[config.mk]
export PLATFORM = sky130hd
export DESIGN_NAME = pfc_cell
export DESIGN_NICKNAME = d
export VERILOG_FILES = /design/src/design/pfc_pkg.sv /design/src/design/pfc_cell.sv
export SDC_FILE = /design/constraint.sdc
export NUM_CORES = 1
export LEC_CHECK = 0
export BUFFER_PORTS_ARGS = -buffer_cell sky130_fd_sc_hd__buf_2
export CELL_PAD_IN_SITES_DETAIL_PLACEMENT = 0
export CELL_PAD_IN_SITES_GLOBAL_PLACEMENT = 2
export CORE_MARGIN = 8
export CORE_UTILIZATION = 37
export DETAILED_ROUTE_END_ITERATION = 12
export HOLD_SLACK_MARGIN = 0.12
export PLACE_DENSITY = 0.89
export REMOVE_ABC_BUFFERS = 1
export SYNTH_ARGS = -nofsm -noshare
export SYNTH_HDL_FRONTEND = slang
export SYNTH_SLANG_ARGS = --single-unit
[constraint.sdc]
create_clock -name clk_i -period 3.4 [get_ports clk_i]
set_input_delay 0 -clock clk_i [delete_from_list [all_inputs] [get_ports clk_i]]
set_output_delay 0 -clock clk_i [all_outputs]
set_load 0.01 [all_outputs]
[src/design/pfc_pkg.sv]
// Shared constants, types and sequencer states for the prime filter chain.
`timescale 1ns / 1ps
package pfc_pkg;

  localparam int VALUE_W    = 31;
  localparam int CELLS      = 64;
  localparam int COUNT_W    = $clog2(CELLS + 1);
  localparam int BITCNT_W   = $clog2(VALUE_W);
  localparam int GROUP_SIZE = 8;
  localparam int GROUPS     = (CELLS + GROUP_SIZE - 1) / GROUP_SIZE;
  localparam int PAD_W      = GROUPS * GROUP_SIZE;

  typedef enum logic [1:0] {
    S_IDLE,
    S_SHIFT,
    S_REDUCE,
    S_DECIDE
  } state_e;

  // Broadcast from the sequencer to every cell and to the hit tree.
  typedef struct packed {
    logic clear;
    logic shift;
    logic bit_val;
    logic reduce;
  } seq_ctrl_t;

  // Outcome of one candidate.
  typedef struct packed {
    logic               emit;
    logic               store;
    logic [VALUE_W-1:0] value;
    logic               unchecked;
  } result_t;

endpackage

[src/design/pfc_cell.sv]
// One filter cell: stored divisor and a bit-serial restoring remainder.
`timescale 1ns / 1ps
module pfc_cell (
  input  logic                        clk_i,
  input  pfc_pkg::seq_ctrl_t          ctrl_i,
  input  logic                        wr_i,
  input  logic [pfc_pkg::VALUE_W-1:0] wr_value_i,
  output logic                        zero_rem_o
);
  import pfc_pkg::*;

  logic [VALUE_W-1:0] div_q;
  logic [VALUE_W-1:0] rem_q, rem_d;
  logic [VALUE_W:0]   trial;
  logic [VALUE_W:0]   diff;

  // Shift the next candidate bit in, subtract when it fits.
  always_comb begin
    trial = {rem_q, ctrl_i.bit_val};
    diff  = trial - {1'b0, div_q};
    rem_d = rem_q;
    if (ctrl_i.clear) begin
      rem_d = '0;
    end else if (ctrl_i.shift) begin
      if (trial >= {1'b0, div_q}) begin
        rem_d = diff[VALUE_W-1:0];
      end else begin
        rem_d = trial[VALUE_W-1:0];
      end
    end
  end

  always_ff @(posedge clk_i) begin
    rem_q <= rem_d;
    if (wr_i) begin
      div_q <= wr_value_i;
    end
  end

  assign zero_rem_o = (rem_q == '0);

endmodule

==> metrics.yaml <==
sta:
  drv_slew: 0
  holdWs_ns: 0.248
  hold_viol: 0
  setup_violations: 0
  worst_pin_slew_ns: 0.745
  relSlewSlack: 0.503
  min_period_over_period: 0.935
  fmax_mhz: 315
  min_period_ns: 3.18
  rsz0062_at_grt: "false"
  skew_ns: 0.0106
  fin_tns_setup_ns: 0
worst_setup_path:
  slowest_delay_ns: 0.57
  arrival_ns: 3.43
  ff2ff_setup_slack_ns: 0.22
  cp_slowest_cell: "dlygate4sd3_1"
  crit_path_end_kind: "flop"
  crit_fanout: 28
  critical_path_required_ns: 3.65
  path_class: "flop to flop"
  worstPathCellList: "inv_1 > ha_2 > and2_4 > a221oi_4 > a21oi_2 > o211ai_2 > or3b_4 > nand2_8 > buf_12 > nand2_1 > nand3_1 > a21oi_1 > dlygate4sd3_1"
  start_kind: "flop"
route:
  post_drt_wl_per_cell_microns: 15.0
  drt-total-wl_mm: 10.3
  remaining_drc_errors: 0
  detail-route-antenna-nets: 0
  vias_per_cell: 5.22
  dr.pass1.iters: 4
  via_count: 3588
  drt_iter0_markers: 193
layout:
  syn_to_final_growth_pct: 21.4
  final_common_cell: "nor2_1"
  regArea_sq_um: 1550
  fillers: 1082
  layout_common_cells: "57 x nor2_1, 51 x a21oi_1, 40 x inv_1"
  nNetsFinal: 611
  drive_gt1_frac: 0.135
  fin_area_sq_um: 5050
  multi_input_comb_area_sq_um: 2380
  fin_cells: 687
  diodes: 0
  final_util: 0.464
synth:
  synth_warnings: 0
  synth_area_sq_um: 4160
  yosys.area.top_type: "edfxtp_1"
  ys_types: 57
  synth-seq-cells: 62
  synth_seq_area_share: 0.373
  synth_ff_type: "edfxtp_1"
  synth-async-reset-ratio: 0
  synthCells: 475
  synth_edf_count: 31
  avgSynthCellArea_sq_um: 8.76
  synth_top_area_share: 0.224
  synthTopCellsByArea: "edfxtp_1 22%, dfxtp_1 15%, ha_1 9.3%"
pwr:
  sw_frac_of_total: 0.300
  clockPowerShare: 0.319
  pwr-share-seq: 0.419
  intPower_uw: 1460
  power_frac_comb: 0.261
  power_switching_uw: 625
  peakVddDrop_v: 0.000246
  p_leak_uw: 0.00220
  p_per_area_nw_per_um2: 413
global_routing:
  grt_pass1_vias: 3656
  track_usage: 0.149
  grt_first_pass_wirelength_mm: 17.6
  antenna_found_initial: 0
  grt.overflow.total: 0
  grt_max_degree: 47
place:
  gp_congestion: 0.848
  numPortBuffers: 36
  place_hpwl_mm: 7.41
  place_area_sq_um: 4450
  placedCellCount: 634
outcome:
  outcome: "finished, final reports clean"
clock_tree:
  clockBufferDepth: 2
  clkTransAtPathRegs_ns: 0.07
  cts_tree: "built"
  clock_sinks: 62
  ctsRootBufferMaster: "clkbuf_8"
  numCtsBuffers: 9
  clkLatencyLatePin_ns: 0.37
  htreeDepth: 3
die:
  core_area_sq_um: 10900
  fp.dieH_microns: 122
  initial_core_util: 0.382
  pin_count: 38
  dieArea_sq_um: 14900
  rows: 38
  die_w_microns: 122
job:
  drv_cap: 0
hold_path:
  min_path_type: "primary input to flop"
[layer usage]
| metal | vias to the layer above | global-route usage | routed length, microns |
|---|---|---|---|
| met3 | 12 | 0.0440 | 488 |
| met5 | - | 0 | 0 |
| met1 | 1669 | 0.185 | 4880 |
| met2 | 61 | 0.240 | 4770 |
| met4 | 0 | 0.0579 | 162 |
| li1 | 1846 | - | - |
[layout make-up]
class,instances,area share
Multi-Input combinational cell,351,0.471
Sequential cell,62,0.307
Timing Repair Buffer,78,0.118
Tap cell,140,0.0347
Clock buffer,15,0.0329
Inverter,40,0.0297
Clock inverter,1,0.00595
[what timing repair did]
action | CTS | global route
endpoints found under the hold margin | 43 | 0
gates resized for setup | 0 | 7
setup buffers | 0 | 2
hold buffers | 35 | 0
setup endpoints to repair | 0 | 1
[Yosys cell counts (all sizes together) (12+ instances only)]
cell and number:
a211oi 25, nor2 57, ha 31, a21oi 52
o21ai 20, nand2 34, dfxtp 31, xnor2 15
edfxtp 31, clkbuf 12, inv 40
[cell families (layout without fill, tap and decap cells)]
group	count (synthesis)	in the layout	synth area share
buf+inv	62	134	0.0631
mux	10	10	0.0247
fa+ha+maj	32	32	0.0980
flops	62	62	0.373
simple gates	143	143	0.164
xor+xnor	25	25	0.0526
compound gates	141	141	0.225
[critical path, delay by kind of cell (launching register included)]
family	cells	cell delay, ns
compound gates	4	0.61
simple gates	5	0.93
flops	1	0.36
fa+ha+maj	1	0.32
buf+inv	3	0.82
[power groups by stage]
stage,logic [uW],clock network (uW),registers (uW)
CTS,530,697,873
finish,545,666,874
detailed placement,496,0,889
floorplan,365,0,878
global placement,495,0,888
global route,610,726,880
[flip-flops by register name (all words and copies together) (netlist names)]
| signal | count |
|---|---|
| div_q | 31 |
| rem_q | 31 |
[metrics by stage]
step                      setup WS (ns)  total power (uW)
after detailed placement          0.392              1390
final                             0.222              2080
after CTS                        0.0281              2100
after floorplan                   0.383              1240
after global routing             0.0380              2220
after global placement            0.434              1380
[worst paths after layout]
| check | start | endpoint | cells after the start |
|---|---|---|---|
| hold reg to reg | rem_q[10] | rem_q[10] | 2 |
| hold / removal | wr_i | div_q[0] | 1 |
| setup / recovery | div_q[5] | rem_q[1] | 13 |
| setup reg to reg | div_q[5] | rem_q[1] | 13 |
No activity file was read; power rests on OpenSTA's default activity.
