--- src/design/pfc_pkg.sv ---
// Shared constants, types and sequencer states for the prime filter chain.
`timescale 1ns / 1ps
package pfc_pkg;

  localparam int VALUE_W    = 31;
  localparam int CELLS      = 64;
  localparam int COUNT_W    = $clog2(CELLS + 1);
  localparam int BITCNT_W   = $clog2(VALUE_W);
  localparam int GROUP_SIZE = 8;
  localparam int GROUPS     = (CELLS + GROUP_SIZE - 1) / GROUP_SIZE;
  localparam int PAD_W      = GROUPS * GROUP_SIZE;

  typedef enum logic [1:0] {
    S_IDLE,
    S_SHIFT,
    S_REDUCE,
    S_DECIDE
  } state_e;

  // Broadcast from the sequencer to every cell and to the hit tree.
  typedef struct packed {
    logic clear;
    logic shift;
    logic bit_val;
    logic reduce;
  } seq_ctrl_t;

  // Outcome of one candidate.
  typedef struct packed {
    logic               emit;
    logic               store;
    logic [VALUE_W-1:0] value;
    logic               unchecked;
  } result_t;

endpackage

--- src/design/pfc_ctrl.sv ---
// Sequencer: input capture, serial bit feed, verdict and divisor count.
`timescale 1ns / 1ps
module pfc_ctrl (
  input  logic                        clk_i,
  input  logic                        rst_ni,
  input  logic                        in_valid_i,
  output logic                        in_stall_o,
  input  logic [pfc_pkg::VALUE_W-1:0] candidate_i,
  input  logic                        hit_any_i,
  input  logic                        out_busy_i,
  output pfc_pkg::seq_ctrl_t          ctrl_o,
  output pfc_pkg::result_t            result_o,
  output logic [pfc_pkg::COUNT_W-1:0] count_o
);
  import pfc_pkg::*;

  state_e              state_q, state_d;
  logic [VALUE_W-1:0]  cand_q, cand_d;
  logic [VALUE_W-1:0]  sh_q, sh_d;
  logic [BITCNT_W-1:0] bitcnt_q, bitcnt_d;
  logic [COUNT_W-1:0]  count_q, count_d;
  logic                accept;
  logic                survivor;
  logic                full;
  logic                finish;

  assign accept   = (state_q == S_IDLE) && in_valid_i;
  assign full     = (count_q == COUNT_W'(CELLS));
  assign survivor = (cand_q >= VALUE_W'(2)) && !hit_any_i;
  // A survivor waits while the previous word is still held at the output.
  assign finish   = (state_q == S_DECIDE) && !(survivor && out_busy_i);

  // Next state
  always_comb begin
    state_d = state_q;
    unique case (state_q)
      S_IDLE:   if (in_valid_i) state_d = S_SHIFT;
      S_SHIFT:  if (bitcnt_q == '0) state_d = S_REDUCE;
      S_REDUCE: state_d = S_DECIDE;
      S_DECIDE: if (finish) state_d = S_IDLE;
      default:  state_d = S_IDLE;
    endcase
  end

  // Outputs
  always_comb begin
    in_stall_o     = (state_q != S_IDLE);
    ctrl_o.clear   = accept;
    ctrl_o.shift   = (state_q == S_SHIFT);
    ctrl_o.bit_val = sh_q[VALUE_W-1];
    ctrl_o.reduce  = (state_q == S_REDUCE);
    result_o.emit      = finish && survivor;
    result_o.store     = finish && survivor && !full;
    result_o.value     = cand_q;
    result_o.unchecked = full;
  end

  // Datapath
  always_comb begin
    cand_d   = cand_q;
    sh_d     = sh_q;
    bitcnt_d = bitcnt_q;
    count_d  = count_q;
    if (accept) begin
      cand_d   = candidate_i;
      sh_d     = candidate_i;
      bitcnt_d = BITCNT_W'(VALUE_W - 1);
    end else if (state_q == S_SHIFT) begin
      sh_d     = {sh_q[VALUE_W-2:0], 1'b0};
      bitcnt_d = bitcnt_q - BITCNT_W'(1);
    end
    if (result_o.store) begin
      count_d = count_q + COUNT_W'(1);
    end
  end

  always_ff @(posedge clk_i or negedge rst_ni) begin
    if (!rst_ni) begin
      state_q <= S_IDLE;
      count_q <= '0;
    end else begin
      state_q <= state_d;
      count_q <= count_d;
    end
  end

  always_ff @(posedge clk_i) begin
    cand_q   <= cand_d;
    sh_q     <= sh_d;
    bitcnt_q <= bitcnt_d;
  end

  assign count_o = count_q;

endmodule

--- config.mk ---
export PLATFORM = sky130hd
export DESIGN_NAME = pfc_ctrl
export DESIGN_NICKNAME = d
export VERILOG_FILES = /design/src/design/pfc_pkg.sv /design/src/design/pfc_ctrl.sv
export SDC_FILE = /design/constraint.sdc
export NUM_CORES = 1
export LEC_CHECK = 0
export ABC_AREA = 1
export BUFFER_PORTS_ARGS = -buffer_cell sky130_fd_sc_hd__buf_4
export CAP_MARGIN = 20
export CORE_MARGIN = 1
export CORE_UTILIZATION = 40
export DETAILED_ROUTE_END_ITERATION = 10
export GPL_ROUTABILITY_DRIVEN = 1
export PLACE_DENSITY_LB_ADDON = 0.15
export SYNTH_ARGS = -nofsm -noshare
export SYNTH_HDL_FRONTEND = slang
export SYNTH_SLANG_ARGS = --single-unit
--- constraint.sdc ---
create_clock -name clk_i -period 2.98 [get_ports clk_i]
set_input_delay 0.447 -clock clk_i [delete_from_list [all_inputs] [get_ports clk_i]]
set_output_delay 0.447 -clock clk_i [all_outputs]
set_load 0.01 [all_outputs]
==> results.toml <==
[yosys]
ys_ff_latch = 76
ys_async_sr_fraction_pct = 11.8
synth_top_area_share_pct = 56.2
synth_area_per_cell_sq_um = 10.3
syn_nets = 365
synth.top_cells.by_count = "nand2_1 (131), edfxtp_1 (62), inv_1 (29), nor2_1 (29)"
ys_warn_count = 0
synthMostInstantiatedCell = "nand2_1"
synth_area_leader_cell = "edfxtp_1"
seq_area_frac_synth_pct = 66.0
yosysUniqueCellTypes = 25
ys.flop_type = "edfxtp_1"
synth_edf_count = 62
synth_area_sq_mm = 0.00331
syn_inst = 321
yosys-top-cells-area = "edfxtp_1 (56%), nand2_1 (15%), dfrtp_1 (6.8%), inv_1 (3.3%), nor2_1 (3.3%)"

[setup_path]
required_ns = 2.53
crit_slowest_cell = "dfrtp_1"
worstSetupPathType = "register to primary output"
path_max_fanout = 9
crit_family = "simple AND/OR/NAND/NOR gates"
cp.arrival_ns = 1.75
critPathBufInv = 3
crit_path_start_kind = "register"
critical_path.endpoint_type = "primary output"
cp_cell_sequence = "ha_1 -> inv_1 -> nor2_2 -> nand4_4 -> inv_1 -> buf_4"
cpMostUsedCell = "inv_1"
max_stage_delay_ns = 0.41

[cts]
cts_tree = "built"
cts.reportedPaths.clkPinSlew_ns = 0.08
clk-insertion-delay-late_ns = 0.34
cts_buffers = 9
cts_sinks = 76
ctsHtreeMaxLevel = 3
cts_root_buf = "clkbuf_8"
clk_path_buf_depth = 2

[floorplanning]
dieArea_sq_mm = 0.00865
io_pins = 82
start_util_pct = 42.0
dieHeight_um = 93.0
core_region_area_sq_mm = 0.00789
die_w_um = 93.0
rows = 32

[power]
p_sw_mw = 1.25
cellPowerDensity_mw_per_mm2 = 888
p_int_mw = 2.51
clkPwrFrac_pct = 20.4
power.leakage_nw = 1.98
switching_share_pct = 33.3
p_comb_share_pct = 30.9
p_seq_share_pct = 48.8
finalPower_mw = 3.76
max-vdd-ir-drop_v = 0.000442

[placed_design]
gp_congestion = 0.755
post-dp-hpwl_um = 4740
placed_area_sq_mm = 0.00403
pre_cts_ws_ns = 1.17
portBuffers = 81

[cells_and_area]
fin_area_sq_mm = 0.00423
antenna_cells = 0
drive_above_1_share_pct = 26.1
multiInputGateArea_sq_um = 966
layout.nets = 453
num-fill-cells = 715
syn2layout_area_growth_pct = 27.7
seq_area_sq_mm = 0.00219

[sta]
worstMarginPinSlew_ns = 0.431
relSlewSlack_pct = 71.2
rsz0062_at_grt = "false"
slew_viol_final = 0
timing.final.ws_setup_ns = 0.784
setup_tns_ns = 0
finalCritPeriodShare_pct = 73.7
fmax_ghz = 0.455
layout_min_cycle_time_ns = 2.20
finalHoldViolations = 0
setup_viol = 0
fin_skew_ns = 0.00784
finalHoldWorstSlack_ns = 0.284

[detailed_routing]
dr.pass1.iters = 4
post_drt_wl_per_cell_um = 12.9
viasPerCell = 4.64
drt-total-wl_um = 6660
drcViolationCount = 0
dr.first_iter.drc_count = 84
vias = 2395
drtAntennaViolNets = 0

[global_route]
grt_max_degree = 32
grt_remaining_overflow = 0
antenna_found_initial = 0
grt_use_total_pct = 16.5
grt_pass1_vias = 2244
grt_pass1_wl_um = 10700

[job]
max_cap_viol_count = 0

[hold_path]
min_path_type = "input port to register"

[run_status]
status = "finished, final reports clean"
## cells in the final DEF, fill, tap and decap left out, drive strengths merged, types with 2 or more instances in the layout
master | Yosys | routed
clkinvlp | 0 | 2
dfxtp | 5 | 5
nand2 | 132 | 132
nand4 | 9 | 9
clkinv | 1 | 3
edfxtp | 62 | 62
a21oi | 3 | 3
nor3 | 3 | 3
nor2 | 31 | 31
dfrtp | 9 | 9
ha | 8 | 8
inv | 29 | 31
nand3 | 10 | 10
buf | 9 | 85
clkbuf | 0 | 9
xor2 | 4 | 4
o21ai | 3 | 3
## path summary, 6_finish.rpt
| check | endpoint | startpoint | cells past startpoint | slack (ns) |
|---|---|---|---|---|
| max reg2reg | cand_q[27]$_DFFE_PP_ | state_q[0]$_DFFE_PN0P_ | 5 | 1.17 |
| max in group asynchronous | count_o[3]$_DFFE_PN0P_ | rst_ni | 2 | 2.36 |
| min in group asynchronous | count_o[4]$_DFFE_PN0P_ | rst_ni | 2 | 0.47 |
| min reg2reg | bitcnt_q[2]$_SDFFE_PP1P_ | bitcnt_q[2]$_SDFFE_PP1P_ | 2 | 0.48 |
| min | cand_q[14]$_DFFE_PP_ | candidate_i[14] | 1 | 0.28 |
| max | result_o[32] | state_q[0]$_DFFE_PN0P_ | 6 | 0.78 |
## per-layer routing
metal | wire length [um] | track usage, % | up-vias
li1 | - | - | 1212
met1 | 3170 | 22.4 | 1119
met2 | 3030 | 25.1 | 56
met3 | 359 | 4.72 | 8
met4 | 98 | 6.15 | 0
met5 | 0 | 0 | -
## cell type report
class / count / area share (%)
Inverter: 30 / 2.66
Sequential cell: 76 / 51.7
Tap cell: 102 / 3.02
Timing Repair Buffer: 86 / 15.3
Multi-Input combinational cell: 206 / 22.8
Clock buffer: 9 / 2.93
Clock inverter: 7 / 1.57
## sequential cells by signal, indices dropped and copies added, names as in the netlist
signal and cells:
bitcnt_q 5, cand_q 31, count_o 7, sh_q 31
state_q 2
## timing repair
action	CTS	global route
hold buffers	1	0
setup buffers	0	0
gates resized for setup	0	0
endpoints found under the setup margin	0	0
endpoints found under the hold margin	9	0
## power groups by stage
stage	Clock [mW]	Combinational, mW	Sequential (mW)
detailed placement	0	1.17	1.86
global route	0.816	1.32	1.87
finish	0.766	1.16	1.83
CTS	0.781	1.18	1.84
floorplan	0	0.698	1.88
global placement	0	1.14	1.85
## worst register-to-register path, cell delays in order, from the launching register on
cell and delay, ns:
dfrtp_1 0.42, inv_1 0.13, ha_1 0.20, nand2_2 0.10, inv_2 0.30, buf_4 0.35
## through the flow
stage | instances | util [%]
finish | 516 | 53.6
CTS | 516 | 53.6
floorplan | 321 | -
global route | 516 | 53.6
detailed placement | 499 | 51.1
global placement | 499 | 51.1
## cells by family (layout without fill, tap and decap cells)
kind of cell / count (synthesis) / in the layout / synth area share, %
AO/OA/AOI/OAI: 7 / 7 / 1.13
adder cells (fa/ha/maj): 8 / 8 / 3.02
XOR/XNOR: 5 / 5 / 1.32
AND/OR/NAND/NOR: 186 / 186 / 23.7
flip-flops: 76 / 76 / 66.0
buffers and inverters: 39 / 132 / 4.87
(Power assumes the default switching activity.)
